===== src/hw/rtl/fuzzy_substring_matcher_unit_assert.svh =====
// Assertion macros for the fuzzy substring matcher.
// Included by the top-level module, which checks its own logic; needs clk and arst_n in scope.
`ifndef FUZZY_SUBSTRING_MATCHER_UNIT_ASSERT_SVH
`define FUZZY_SUBSTRING_MATCHER_UNIT_ASSERT_SVH

// Property checked at every clock edge outside reset.
`define FZM_ASSERT(lbl, prop, msg) \
	lbl: assert property (@(posedge clk) disable iff (!arst_n) (prop)) else $error(msg);

// Implication whose consequent is checked in the cycle after the antecedent.
`define FZM_ASSERT_NEXT(lbl, ante, cons, msg) \
	lbl: assert property (@(posedge clk) disable iff (!arst_n) (ante) |=> (cons)) else $error(msg);

`endif


===== src/hw/rtl/fzm_pkg.sv =====
// Shared types, constants and helpers of the fuzzy substring matcher.
// No dependencies; used by the cell and the top level.
package fzm_pkg;

	localparam int PATTERN_LEN_DEF    = 16;
	localparam int DISTANCE_LIMIT_DEF = 15;
	localparam int CFG_INDEX_W        = 3;
	localparam int CFG_DATA_W         = 64;

	typedef enum logic [CFG_INDEX_W-1:0] {
		REG_PAT_LOW  = 3'd0,
		REG_PAT_HIGH = 3'd1,
		REG_PAT_LEN  = 3'd2,
		REG_MAX_DIST = 3'd3,
		REG_CASE     = 3'd4
	} fzm_reg_t;

	// Broadcast controls from the top level to every cell.
	typedef struct packed {
		logic step;     // a character transfer happens this cycle
		logic clear;    // that character ends the name
		logic fuzzy;    // distance mode
		logic exact;    // substring mode
		logic fold_on;  // substring mode folds letters
	} fzm_ctl_t;

	function automatic logic [7:0] fold_char(input logic [7:0] c);
		logic [7:0] r;
		r = c;
		if (c >= 8'h41 && c <= 8'h5A) begin
			r = c + 8'h20;
		end
		return r;
	endfunction

endpackage


===== src/hw/rtl/fzm_if.sv =====
// Valid/ready channel interfaces for name characters and match results.
// Depends on nothing; used by the top level ports.
interface fzm_name_if;
	logic       valid;
	logic       ready;
	logic [7:0] name_char;
	logic       last_of_name;
	modport source (output valid, name_char, last_of_name, input ready);
	modport sink   (input valid, name_char, last_of_name, output ready);
endinterface

interface fzm_result_if;
	logic valid;
	logic ready;
	logic name_matches;
	modport source (output valid, name_matches, input ready);
	modport sink   (input valid, name_matches, output ready);
endinterface


===== src/hw/rtl/fuzzy_substring_matcher_unit.sv =====
// Fuzzy substring matcher: tests streamed names against a configured pattern
// of up to PATTERN_LEN characters, one name character per transfer, one
// transfer per cycle. Each character advances all attempts at once through a
// row of PATTERN_LEN cells, one per pattern position; the verdict for a name
// passes the final-check stage and is offered from the output register; input
// stalls only while both are full and the result is not taken. Configuration
// must be written while no name is in flight; the block does not enforce it.
module fuzzy_substring_matcher_unit #(
	parameter int PATTERN_LEN    = fzm_pkg::PATTERN_LEN_DEF,
	parameter int DISTANCE_LIMIT = fzm_pkg::DISTANCE_LIMIT_DEF
) (
	input  logic                           clk,
	input  logic                           arst_n,
	input  logic                           cfg_we,
	input  logic [fzm_pkg::CFG_INDEX_W-1:0] cfg_index,
	input  logic [fzm_pkg::CFG_DATA_W-1:0]  cfg_wdata,
	fzm_name_if.sink                       items,
	fzm_result_if.source                   results
);
	import fzm_pkg::*;

	localparam int LW = $clog2(PATTERN_LEN + 1);
	localparam int DW = $clog2(DISTANCE_LIMIT + 1);
	localparam int TW = DISTANCE_LIMIT + 1;

	logic [127:0] pat_q;
	logic [4:0]   len_q;
	logic [3:0]   dist_q;
	logic         case_q;
	logic [7:0]   prev_q, char_s1;
	logic         found_q, found_s1, valid_s1, out_valid_q, matches_q;

	logic [LW-1:0]          eff_len;
	logic [DW-1:0]          dist_c;
	logic [PATTERN_LEN-1:0] in_pat, found_run, end_ok;
	logic                   accept, s1_go, found_now, end_any;
	fzm_ctl_t               ctl;

	logic [TW-1:0] pend [PATTERN_LEN+1];
	logic [TW-1:0] hit0 [PATTERN_LEN+1];
	logic [TW-1:0] hit1 [PATTERN_LEN+1];
	logic [TW-1:0] endp [PATTERN_LEN+1];
	logic          ex   [PATTERN_LEN+1];

	// Pattern ends at the length limit or at its first zero byte.
	always_comb begin
		logic run;
		run     = 1'b1;
		eff_len = '0;
		for (int i = 0; i < PATTERN_LEN; i++) begin
			run = run && (pat_q[i*8 +: 8] != 8'h00) && (i < int'(len_q));
			in_pat[i] = run;
			if (run) begin
				eff_len = LW'(i + 1);
			end
		end
		dist_c = (int'(dist_q) > DISTANCE_LIMIT) ? DW'(DISTANCE_LIMIT) : DW'(dist_q);
	end

	assign items.ready = !(valid_s1 && out_valid_q && !results.ready);
	assign accept      = items.valid && items.ready;
	assign s1_go       = valid_s1 && (!out_valid_q || results.ready);

	always_comb begin
		ctl.step    = accept;
		ctl.clear   = accept && items.last_of_name;
		ctl.fuzzy   = (eff_len != '0) && (dist_c != '0);
		ctl.exact   = (eff_len != '0) && (dist_c == '0);
		ctl.fold_on = !case_q;
	end

	assign pend[0] = '0;
	assign hit0[0] = '0;
	assign hit1[0] = '0;
	assign endp[0] = '0;
	assign ex[0]   = 1'b0;

	genvar gi;
	generate
		for (gi = 0; gi < PATTERN_LEN; gi++) begin : g_cell
			logic nxt_in;
			if (gi + 1 < PATTERN_LEN) begin : g_mid
				assign nxt_in = in_pat[gi+1];
			end else begin : g_end
				assign nxt_in = 1'b0;
			end
			fzm_cell #(
				.IDX(gi),
				.PATTERN_LEN(PATTERN_LEN),
				.DISTANCE_LIMIT(DISTANCE_LIMIT)
			) u_cell (
				.clk(clk),
				.arst_n(arst_n),
				.ctl(ctl),
				.pat_char(pat_q[gi*8 +: 8]),
				.cur_char(items.name_char),
				.prev_char(prev_q),
				.end_char(char_s1),
				.eff_len(eff_len),
				.max_skip(dist_c),
				.in_pat(in_pat[gi]),
				.next_in_pat(nxt_in),
				.pend_in(pend[gi]),
				.pend_out(pend[gi+1]),
				.hit0_in(hit0[gi]),
				.hit0_out(hit0[gi+1]),
				.hit1_in(hit1[gi]),
				.hit1_out(hit1[gi+1]),
				.ex_in(ex[gi]),
				.ex_out(ex[gi+1]),
				.endp_in(endp[gi]),
				.endp_out(endp[gi+1]),
				.found_run(found_run[gi]),
				.end_ok(end_ok[gi])
			);
		end
	endgenerate

	// Tokens that run off the last cell have passed every pattern position.
	assign found_now = found_q || (|found_run) || (ctl.fuzzy && (|pend[PATTERN_LEN]))
		|| (eff_len == '0);
	assign end_any = (|end_ok) || (|endp[PATTERN_LEN]);

	always_ff @(posedge clk or negedge arst_n) begin
		if (!arst_n) begin
			pat_q  <= '0;
			len_q  <= '0;
			dist_q <= '0;
			case_q <= 1'b0;
		end else if (cfg_we) begin
			unique case (cfg_index)
				REG_PAT_LOW:  pat_q[63:0]   <= cfg_wdata;
				REG_PAT_HIGH: pat_q[127:64] <= cfg_wdata;
				REG_PAT_LEN:  len_q  <= cfg_wdata[4:0];
				REG_MAX_DIST: dist_q <= cfg_wdata[3:0];
				REG_CASE:     case_q <= cfg_wdata[0];
				default: ;
			endcase
		end
	end

	always_ff @(posedge clk or negedge arst_n) begin
		if (!arst_n) begin
			prev_q      <= '0;
			found_q     <= 1'b0;
			valid_s1    <= 1'b0;
			out_valid_q <= 1'b0;
		end else begin
			if (accept) begin
				prev_q  <= items.last_of_name ? 8'h00 : items.name_char;
				found_q <= items.last_of_name ? 1'b0 : found_now;
			end
			if (ctl.clear) begin
				valid_s1 <= 1'b1;
			end else if (s1_go) begin
				valid_s1 <= 1'b0;
			end
			if (s1_go) begin
				out_valid_q <= 1'b1;
			end else if (results.ready) begin
				out_valid_q <= 1'b0;
			end
		end
	end

	always_ff @(posedge clk) begin
		if (ctl.clear) begin
			char_s1  <= items.name_char;
			found_s1 <= found_now;
		end
		if (s1_go) begin
			matches_q <= found_s1 || (ctl.fuzzy && end_any);
		end
	end

	assign results.valid        = out_valid_q;
	assign results.name_matches = matches_q;

	`include "fuzzy_substring_matcher_unit_assert.svh"

	`FZM_ASSERT(a_stall_only_full, !items.ready |-> (valid_s1 && out_valid_q), "stall without full stages")
	`FZM_ASSERT_NEXT(a_clear_found, accept && items.last_of_name, !found_q, "match flag not cleared")
	`FZM_ASSERT_NEXT(a_s1_to_out, s1_go, out_valid_q, "result lost between stages")

endmodule


===== src/hw/rtl/fzm_cell.sv =====
// One pattern position of the matcher: holds the attempts waiting at this position.
// Depends on fzm_pkg; instantiated in a row by fuzzy_substring_matcher_unit.
module fzm_cell #(
	parameter int IDX            = 0,
	parameter int PATTERN_LEN    = fzm_pkg::PATTERN_LEN_DEF,
	parameter int DISTANCE_LIMIT = fzm_pkg::DISTANCE_LIMIT_DEF,
	localparam int LW = $clog2(PATTERN_LEN + 1),
	localparam int DW = $clog2(DISTANCE_LIMIT + 1),
	localparam int TW = DISTANCE_LIMIT + 1
) (
	input  logic              clk,
	input  logic              arst_n,
	input  fzm_pkg::fzm_ctl_t ctl,
	input  logic [7:0]        pat_char,
	input  logic [7:0]        cur_char,
	input  logic [7:0]        prev_char,
	input  logic [7:0]        end_char,
	input  logic [LW-1:0]     eff_len,
	input  logic [DW-1:0]     max_skip,
	input  logic              in_pat,
	input  logic              next_in_pat,
	input  logic [TW-1:0]     pend_in,
	output logic [TW-1:0]     pend_out,
	input  logic [TW-1:0]     hit0_in,
	output logic [TW-1:0]     hit0_out,
	input  logic [TW-1:0]     hit1_in,
	output logic [TW-1:0]     hit1_out,
	input  logic              ex_in,
	output logic              ex_out,
	input  logic [TW-1:0]     endp_in,
	output logic [TW-1:0]     endp_out,
	output logic              found_run,
	output logic              end_ok
);
	import fzm_pkg::*;

	logic [TW-1:0] att_next_q, att_after_q;
	logic [TW-1:0] att_next_s1, att_after_s1;
	logic [TW-1:0] att_next_nxt, att_after_nxt;
	logic [TW-1:0] tok, tok_end, start_vec, mask_a, mask_b;
	logic [7:0]    cc, pc;
	logic          mx, my;

	always_comb begin
		for (int d = 0; d < TW; d++) begin
			mask_a[d] = (d + IDX + 1) >= int'(eff_len);
			mask_b[d] = (d + IDX) >= int'(eff_len);
		end
	end

	// A new attempt starts only at the first position; in distance mode it is always case-folded.
	generate
		if (IDX == 0) begin : g_start
			assign start_vec = (fold_char(cur_char) == fold_char(pat_char)) ?
				(TW'(1) << max_skip) : '0;
		end else begin : g_nostart
			assign start_vec = '0;
		end
	endgenerate

	always_comb begin
		tok       = att_next_q | pend_in;
		mx        = (prev_char == pat_char);
		my        = (cur_char == pat_char);
		cc        = ctl.fold_on ? fold_char(cur_char) : cur_char;
		pc        = ctl.fold_on ? fold_char(pat_char) : pat_char;
		pend_out  = '0;
		hit0_out  = '0;
		hit1_out  = '0;
		ex_out    = 1'b0;
		found_run = 1'b0;
		att_next_nxt  = att_next_q;
		att_after_nxt = att_after_q;
		if (ctl.fuzzy) begin
			if (!in_pat) begin
				found_run = |tok;
			end else if (mx || my) begin
				if (!next_in_pat) begin
					found_run = |tok;
				end else if (mx) begin
					hit0_out = tok;
				end else begin
					hit1_out = tok;
				end
			end else begin
				// A miss spends one unit of distance and moves to the next position.
				pend_out = tok >> 1;
			end
			if (next_in_pat) begin
				hit1_out = hit1_out | start_vec;
			end else begin
				found_run = found_run | (|start_vec);
			end
			att_next_nxt  = hit0_in | att_after_q;
			att_after_nxt = hit1_in;
		end else if (ctl.exact) begin
			if (in_pat && (IDX == 0 || att_next_q[0]) && cc == pc) begin
				if (next_in_pat) begin
					ex_out = 1'b1;
				end else begin
					found_run = 1'b1;
				end
			end
			att_next_nxt  = TW'(ex_in);
			att_after_nxt = '0;
		end
	end

	// Final check on the snapshot taken with the last character of the name.
	always_comb begin
		tok_end  = att_next_s1 | endp_in;
		endp_out = '0;
		end_ok   = |(att_after_s1 & mask_b);
		if (!in_pat) begin
			end_ok = end_ok | (|tok_end);
		end else if (end_char == pat_char) begin
			end_ok = end_ok | (|(tok_end & mask_a));
		end else begin
			endp_out = tok_end >> 1;
		end
	end

	always_ff @(posedge clk or negedge arst_n) begin
		if (!arst_n) begin
			att_next_q  <= '0;
			att_after_q <= '0;
		end else if (ctl.clear) begin
			att_next_q  <= '0;
			att_after_q <= '0;
		end else if (ctl.step) begin
			att_next_q  <= att_next_nxt;
			att_after_q <= att_after_nxt;
		end
	end

	always_ff @(posedge clk) begin
		if (ctl.clear) begin
			att_next_s1  <= att_next_nxt;
			att_after_s1 <= att_after_nxt;
		end
	end

endmodule

===== src/flat_wrapper.sv =====
// flat-port wrapper written by rule: the top's interface ports become plain ports
module fuzzy_substring_matcher_unit_flat import fzm_pkg::*;
#(
	parameter int PATTERN_LEN    = fzm_pkg::PATTERN_LEN_DEF,
	parameter int DISTANCE_LIMIT = fzm_pkg::DISTANCE_LIMIT_DEF
)
  (clk, arst_n, cfg_we, cfg_index, cfg_wdata, items_valid, items_name_char, items_last_of_name, items_ready, results_valid, results_name_matches, results_ready);
  fzm_name_if items_i ();
  fzm_result_if results_i ();
  input  logic clk;
  input  logic arst_n;
  input  logic cfg_we;
  input  logic [fzm_pkg::CFG_INDEX_W-1:0] cfg_index;
  input  logic [fzm_pkg::CFG_DATA_W-1:0] cfg_wdata;
  input wire logic [$bits(items_i.valid)-1:0] items_valid;
  input wire logic [$bits(items_i.name_char)-1:0] items_name_char;
  input wire logic [$bits(items_i.last_of_name)-1:0] items_last_of_name;
  output wire logic [$bits(items_i.ready)-1:0] items_ready;
  output wire logic [$bits(results_i.valid)-1:0] results_valid;
  output wire logic [$bits(results_i.name_matches)-1:0] results_name_matches;
  input wire logic [$bits(results_i.ready)-1:0] results_ready;
  assign items_i.valid = items_valid;
  assign items_i.name_char = items_name_char;
  assign items_i.last_of_name = items_last_of_name;
  assign items_ready = items_i.ready;
  assign results_valid = results_i.valid;
  assign results_name_matches = results_i.name_matches;
  assign results_i.ready = results_ready;
  fuzzy_substring_matcher_unit #(.PATTERN_LEN(PATTERN_LEN), .DISTANCE_LIMIT(DISTANCE_LIMIT)) u_core (.clk(clk), .arst_n(arst_n), .cfg_we(cfg_we), .cfg_index(cfg_index), .cfg_wdata(cfg_wdata), .items(items_i), .results(results_i));
endmodule

===== config.mk =====
export PLATFORM = sky130hd
export DESIGN_NAME = fuzzy_substring_matcher_unit_flat
export DESIGN_NICKNAME = d
export VERILOG_FILES = /design/src/hw/rtl/fzm_pkg.sv /design/src/hw/rtl/fzm_if.sv /design/src/hw/rtl/fuzzy_substring_matcher_unit.sv /design/src/hw/rtl/fzm_cell.sv /design/src/flat_wrapper.sv
export VERILOG_INCLUDE_DIRS = /design/src /design/src/hw/rtl
export SDC_FILE = /design/constraint.sdc
export NUM_CORES = 2
export LEC_CHECK = 0
export BUFFER_PORTS_ARGS = -buffer_cell sky130_fd_sc_hd__buf_2
export CAP_MARGIN = 10
export CORE_ASPECT_RATIO = 1.1
export CORE_MARGIN = 2
export CORE_UTILIZATION = 24
export CTS_CLUSTER_DIAMETER = 30
export DETAILED_ROUTE_END_ITERATION = 16
export SYNTH_ARGS = -nofsm -noshare
export SYNTH_HDL_FRONTEND = slang
export SYNTH_SLANG_ARGS = --single-unit

===== constraint.sdc =====
create_clock -name clk -period 20.9 [get_ports clk]
set_input_delay 2.09 -clock clk [delete_from_list [all_inputs] [get_ports clk]]
set_output_delay 2.09 -clock clk [all_outputs]
set_load 0.02 [all_outputs]

* Word-level counts from Yosys, hierarchy flattened
Cells that the tools add are included. W data, S select, Z words.
Operators by class: muxes and demuxes 576, bitwise logic cells 111, div/mod/pow operators 0, shifts and indexed selects 1, order comparisons 81, $mul 0, equality and inequality tests 69, add/subtract/negate cells 17, reductions and logical operators 211
Operator list (count):
- $mux W16 | 281
- $reduce_or A16 Y1 | 69
- $mux W15 | 65
- $or A16 B16 Y16 | 46
- $eq A8 B8 Y1 | 65
- $and A16 B16 Y16 | 32
- $mux W8 | 35
- $mux W1 | 180
- $add A8 B6 Y8 const B | 17
- $ge A8 B7 Y1 const B | 17
- $le A8 B7 Y1 const B | 17
- $reduce_bool A8 Y1 | 16
- $logic_and A1 B1 Y1 | 88
- $ge A5 B5 Y1 const A | 15
- $mux W5 | 15
- $ge A4 B5 Y1 const A | 8
- $lt A4 B5 Y1 const A | 8
- $or A1 B1 Y1 | 33
- $logic_or A1 B1 Y1 | 22
- $ge A3 B5 Y1 const A | 4
- $lt A3 B5 Y1 const A | 4
- $shl A1 B4 Y16 const A | 1
- $ge A1 B5 Y1 const A | 2
- $ge A2 B5 Y1 const A | 2
- other kinds (13) | 24
Word-level totals: bits in read-only memories 0, RAM bits 0, output and inout bits 3, logic and storage cells 1142, bits of input ports 81, register bits 1183, latch bits 0, memories 0

* Logic depth before layout (Yosys ltp)
word-level depth 102, mapped depth 20, mapped depth without buffers 15

* Cells and area by module
From an unflattened synthesis, not the netlist that was laid out.
Unflattened totals: cell total of the unflattened synthesis 8309, area, all modules 74691.6 um2
Modules (own cells, without submodules):
- fuzzy_substring_matcher_unit | instances 1, cells an instance 505, area each 6751.5 um2, sequential area each 4028.9 um2
- fzm_cell (u_core.g_cell[0].u_cell) | instances 1, cells an instance 526, area each 4496.8 um2, sequential area each 1761.7 um2
- fzm_cell (u_core.g_cell[8].u_cell) | instances 1, cells an instance 493, area each 4306.6 um2, sequential area each 1761.7 um2
- fzm_cell (u_core.g_cell[12].u_cell) | instances 1, cells an instance 487, area each 4280.4 um2, sequential area each 1761.7 um2
- fzm_cell (u_core.g_cell[5].u_cell) | instances 1, cells an instance 478, area each 4272.8 um2, sequential area each 1761.7 um2
- fzm_cell (u_core.g_cell[9].u_cell) | instances 1, cells an instance 485, area each 4261.6 um2, sequential area each 1761.7 um2
- fzm_cell (u_core.g_cell[14].u_cell) | instances 1, cells an instance 493, area each 4252.8 um2, sequential area each 1761.7 um2
- fzm_cell (u_core.g_cell[4].u_cell) | instances 1, cells an instance 486, area each 4245.3 um2, sequential area each 1761.7 um2
- fzm_cell (u_core.g_cell[10].u_cell) | instances 1, cells an instance 488, area each 4240.3 um2, sequential area each 1761.7 um2
- fzm_cell (u_core.g_cell[6].u_cell) | instances 1, cells an instance 488, area each 4232.8 um2, sequential area each 1761.7 um2
- fzm_cell (u_core.g_cell[1].u_cell) | instances 1, cells an instance 480, area each 4205.3 um2, sequential area each 1761.7 um2
- fzm_cell (u_core.g_cell[7].u_cell) | instances 1, cells an instance 492, area each 4205.3 um2, sequential area each 1761.7 um2
- fzm_cell (u_core.g_cell[2].u_cell) | instances 1, cells an instance 488, area each 4204.0 um2, sequential area each 1761.7 um2
- fzm_cell (u_core.g_cell[3].u_cell) | instances 1, cells an instance 478, area each 4192.8 um2, sequential area each 1761.7 um2
- 3 more rows

* Worst setup path before layout
OpenSTA, ideal clock, no wires.
path kind input port to flip-flop, from input port results_ready, to register u_core.char_s1[0], enable pin, required time 20.032 ns, setup time 0.868 ns, buffers on the path 1, stages 5, slack 7.120 ns, arrival 12.912 ns, cells stage by stage nand3b_1 -> and2_1 -> clkbuf_1 -> nand2_1 -> inv_1
RTL lines:
- start, declared | line flat_wrapper.sv:21 | input wire logic [$bits(results_i.ready)-1:0] results_ready;
- end signal, assigned | line fuzzy_substring_matcher_unit.sv:168 | char_s1 <= items.name_char;
- end, declared | line fuzzy_substring_matcher_unit.sv:30 | logic [7:0] prev_q, char_s1;

* Final worst setup path
from register u_core.len_q[4], to register u_core.found_s1, data pin
On the way: longest elaborated chain between the ends 101, elaborated cells between the ends (all ways) 294, those cells by class 16 x order compare; 175 x mux; 16 x bitwise; 87 x reduce/logical
Ends and longest elaborated chain:
- start, declared | line fuzzy_substring_matcher_unit.sv:27 | logic [4:0] len_q;
- start signal, assigned | line fuzzy_substring_matcher_unit.sv:134 | REG_PAT_LEN: len_q <= cfg_wdata[4:0];
- $lt A1 B5 Y1 | line fuzzy_substring_matcher_unit.sv:51 | run = run && (pat_q[i*8 +: 8] != 8'h00) && (i < int'(len_q));
- $logic_and A1 B1 Y1 (31 in a row) | line fuzzy_substring_matcher_unit.sv:51
- $mux W5 | line fuzzy_substring_matcher_unit.sv:53 | if (run) begin
- $reduce_bool A5 Y1 | line fuzzy_substring_matcher_unit.sv:67, fuzzy_substring_matcher_unit.sv:68
- $logic_and A1 B1 Y1 | line fuzzy_substring_matcher_unit.sv:67 | ctl.fuzzy = (eff_len != '0) && (dist_c != '0);
- $mux W15 | line fzm_cell.sv:74 | if (ctl.fuzzy) begin
- $or A16 B16 Y16 | line fzm_cell.sv:62 | tok = att_next_q | pend_in;
- $mux W15 | line fzm_cell.sv:77 | end else if (mx || my) begin
- [... 55 more ...]
- $reduce_or A16 Y1 | line fzm_cell.sv:76, fzm_cell.sv:79
- $mux W1 | line fzm_cell.sv:77
- $mux W1 | line fzm_cell.sv:75 | if (!in_pat) begin
- $mux W1 | line fzm_cell.sv:74
- $reduce_or A16 Y1 | line fuzzy_substring_matcher_unit.sv:120 | assign found_now = found_q || (|found_run) || (ctl.fuzzy && (|pend[PATTERN_LEN]))
- $logic_or A1 B1 Y1 (2 in a row) | line fuzzy_substring_matcher_unit.sv:120
- $logic_or A1 B1 Y1 (*) | line fuzzy_substring_matcher_unit.sv:121 | || (eff_len == '0);
- named net u_core.found_now | line fuzzy_substring_matcher_unit.sv:36 | logic accept, s1_go, found_now, end_any;
- end signal, assigned | line fuzzy_substring_matcher_unit.sv:169 | found_s1 <= found_now;
- end, declared | line fuzzy_substring_matcher_unit.sv:31 | logic found_q, found_s1, valid_s1, out_valid_q, matches_q;
Mark *: on every way through the listed nets, which the timed path passes. The rest lies on a longest branch. The select of a mux whose other input is x is not followed. A chain may end at the register's enable or synchronous reset.

==> run summary <==
status -> complete, no violations
drt pass-1 iters -> 8
initial core utilization -> 24.1%
RSZ-0062 raised after global routing -> false
DRC violations left -> 0
post-layout util -> 29.6%
TritonCTS Buffers -> 305
Core Footprint -> 258000 um2
Post-synth EDFFs -> 522
clock transition at the registers of the reported paths -> 50 ps
top post-synthesis cells by area -> dfrtp_1, edfxtp_1, a22o_1
clock sink count -> 1183
final critical-path share of the clock period -> 40.4%
PwrDens -> 116 nW/um2
Post-CTS Resized -> 0
final hold violations -> 0
Max-Cap Viols -> 0
Worst-Skew Late Latency -> 950 ps
Setup crit start -> u_core.len_q[4]$_DFFE_PN0P_
Post-Route WL -> 288 mm
Max Clk Rate -> 118 MHz
die area -> 263000 um2
antenna violations before repair -> 27
Die Width -> 489 um
row count -> 196
Setup CP Type -> reg -> reg
Post-synth top cells -> dfrtp_1, nand2_1, a22o_1, edfxtp_1, o21ai_0
clk root buf -> clkbuf_16
relative slew slack -> 3.55%
Post-Syn Area -> 62200 um2
post-DP HPWL -> 201 mm
Worst Hold Slack -> 501 ps
syn nets -> 6110
fin crit period -> 8440 ps
Final GP Congestion -> 0.995
Hold Crit Start -> u_core.g_cell[0].u_cell.att_after_q[4]$_DFFE_PN0P_
WP data arrival -> 9090 ps
setup_tns -> 0 ps
top-count cell post-synth -> dfrtp_1
vias in the first global route -> 53490
Worst Skew -> 85.9 ps
first-pass GRT wire length -> 407 mm
Routed WL per cell -> 29.5 um
Post-synth ARST share -> 55.9%
worst slack, placed -> 12580 ps
syn_area_per_cell -> 10.3 um2
Setup Viol. Count Final -> 0
layout cells sized above 1 -> 14.9%
synth unique cells -> 94
critical path startpoint category -> flop
Post-CTS Setup Repair Bufs -> 0
Crit. End Element -> flop
post-route setup slack -> 12460 ps
ANT nets after route -> 0
Longest Clk Path Bufs -> 4
fillers -> 26493
# hold bufs at CTS -> 0
1st-iter DRT viols -> 7275
vias -> 54799
GRT overflow -> 0
# nets final -> 6131
Pins Over Slew Limit -> 0
crit path max fanout -> 182
Yosys warnings -> 0
reg2reg end -> u_core.found_s1$_DFFE_PP_
share of the synthesized area in the top cell type -> 26.6%
r2r worst-path depth -> 17
Seq/Total Area, Yosys -> 51.8%
Clock H-tree levels -> 5
Worst Path Required -> 21550 ps
Global Route Usage Sum -> 21.2%
Post-synth top flop -> dfrtp_1
Worst IR Drop VDD -> 0.0865 mV
flop2flop setup slack -> 12460 ps
Yosys top cell by area -> dfrtp_1
# IOs -> 84
RR Startpoint -> u_core.len_q[4]$_DFFE_PN0P_
Mapped Cells -> 6012
CTS tree -> built
area grow syn2layout -> 23.1%
hold depth -> 1
Die Span Y -> 538 um
synthesized flop and latch total -> 1183
HP Class -> reg -> reg
largest net degree at the start of global routing -> 195
PortBufs -> 83
leakage power -> 0.0303 uW
WHS Endpoint -> u_core.g_cell[0].u_cell.att_after_q[4]$_DFFE_PN0P_
Via density -> 5.63
worst-margin pin slew -> 1450 ps
## sequential cells by signal, summed over array words and instances (netlist names)
signal	count
u_core.g_cell.u_cell.att_next_q	256
u_core.valid_s1	1
u_core.case_q	1
u_core.g_cell.u_cell.att_after_q	256
u_core.dist_c	4
u_core.found_s1	1
u_core.prev_q	8
u_core.results.name_matches	1
u_core.g_cell.u_cell.att_next_s1	256
u_core.g_cell.u_cell.att_after_s1	256
u_core.results.valid	1
u_core.found_q	1
u_core.char_s1	8
u_core.pat_q	128
u_core.len_q	5
## cell usage in the layout (no fill, tap or decap), types with 17 or more instances in the layout
cell,count
clkinv_4,19
xnor2_1,170
xor2_1,262
nor2_1,205
a31oi_1,75
nor3_1,94
or4_1,42
ha_1,17
and2_1,51
bufinv_16,34
or3_1,22
edfxtp_1,522
buf_2,85
clkinv_1,17
nand3_1,107
a22o_1,593
a221o_1,40
clkbuf_8,19
dfrtp_1,661
a221oi_1,17
a21oi_1,436
nor4_1,195
mux2_2,127
o31ai_1,19
a21o_1,116
clkinv_2,46
nand2_1,602
buf_4,150
o22ai_1,29
clkinvlp_4,24
and3_1,28
a211oi_1,21
o21bai_1,39
inv_1,100
o21ai_0,442
clkbuf_1,49
clkbuf_16,313
nand4_1,72
## where the power goes
part	internal [uW]	switching, uW	leakage, uW
sequential	2540	206	0.0140
combinational	423	1080	0.0113
clock	3210	1450	0.00492
## worst max-delay path, cell delays in order, from the launching register on
cell,delay [ps]
dfrtp_1,630
nor4_2,970
o2bb2ai_4,170
buf_4,720
buf_12,410
nor2_4,310
buf_4,400
and3_1,340
nand2_1,270
nor2_1,80
a311o_1,560
a311oi_1,760
o21bai_1,240
or2_2,350
or4_1,530
o211a_1,230
nor4_1,390
nor2_1,90
## cell families (layout without fill, tap and decap cells)
family | Yosys count | count (layout) | synth area share [%]
mux | 128 | 128 | 2.32
other cells | 0 | 6 | 0
xor+xnor | 432 | 432 | 6.08
buf+inv | 633 | 887 | 4.04
simple gates | 1549 | 1549 | 12.3
fa+ha+maj | 17 | 17 | 0.342
compound gates | 2070 | 2070 | 23.2
flops | 1183 | 1183 | 51.8
## cell type report
cell class	count	area, um2	area share (%)
multi-input cells	4196	27700	36.2
clock inverters	159	1850	2.42
flip-flops and latches	1183	32200	42.1
diodes	6	15.0	0.0196
inverters	103	394	0.515
clock buffers	381	8280	10.8
well taps	3465	4340	5.66
repair buffers	244	1730	2.26
## stage by stage
step                      total power [uW]  cells  area, um2
after floorplan                       3610   6012      62200
after global placement                4200   9188      66400
after detailed placement              4220   9189      66400
after CTS                             8880   9729      76500
after global routing                  9150   9732      76500
final                                 8900   9737      76500
## worst max-delay path by stage
stage                                                  endpoint  depth (start not counted)  slack, ps
after floorplan                     u_core.char_s1[0]$_DFFE_PP_                          5       7120
after global placement                u_core.found_s1$_DFFE_PP_                         15      12630
after detailed placement              u_core.found_s1$_DFFE_PP_                         15      12580
after CTS                 u_core.results.name_matches$_DFFE_PP_                         17      12780
after global routing                  u_core.found_s1$_DFFE_PP_                         17      12450
final                                 u_core.found_s1$_DFFE_PP_                         17      12460
## per-layer routing
layer	GRT usage, %	vias up	wire length [um]
li1	-	22854	-
met1	26.4	27622	112000
met2	32.5	3377	127000
met3	4.73	928	25000
met4	15.2	18	23800
met5	0	-	129
(Power assumes the default switching activity.)
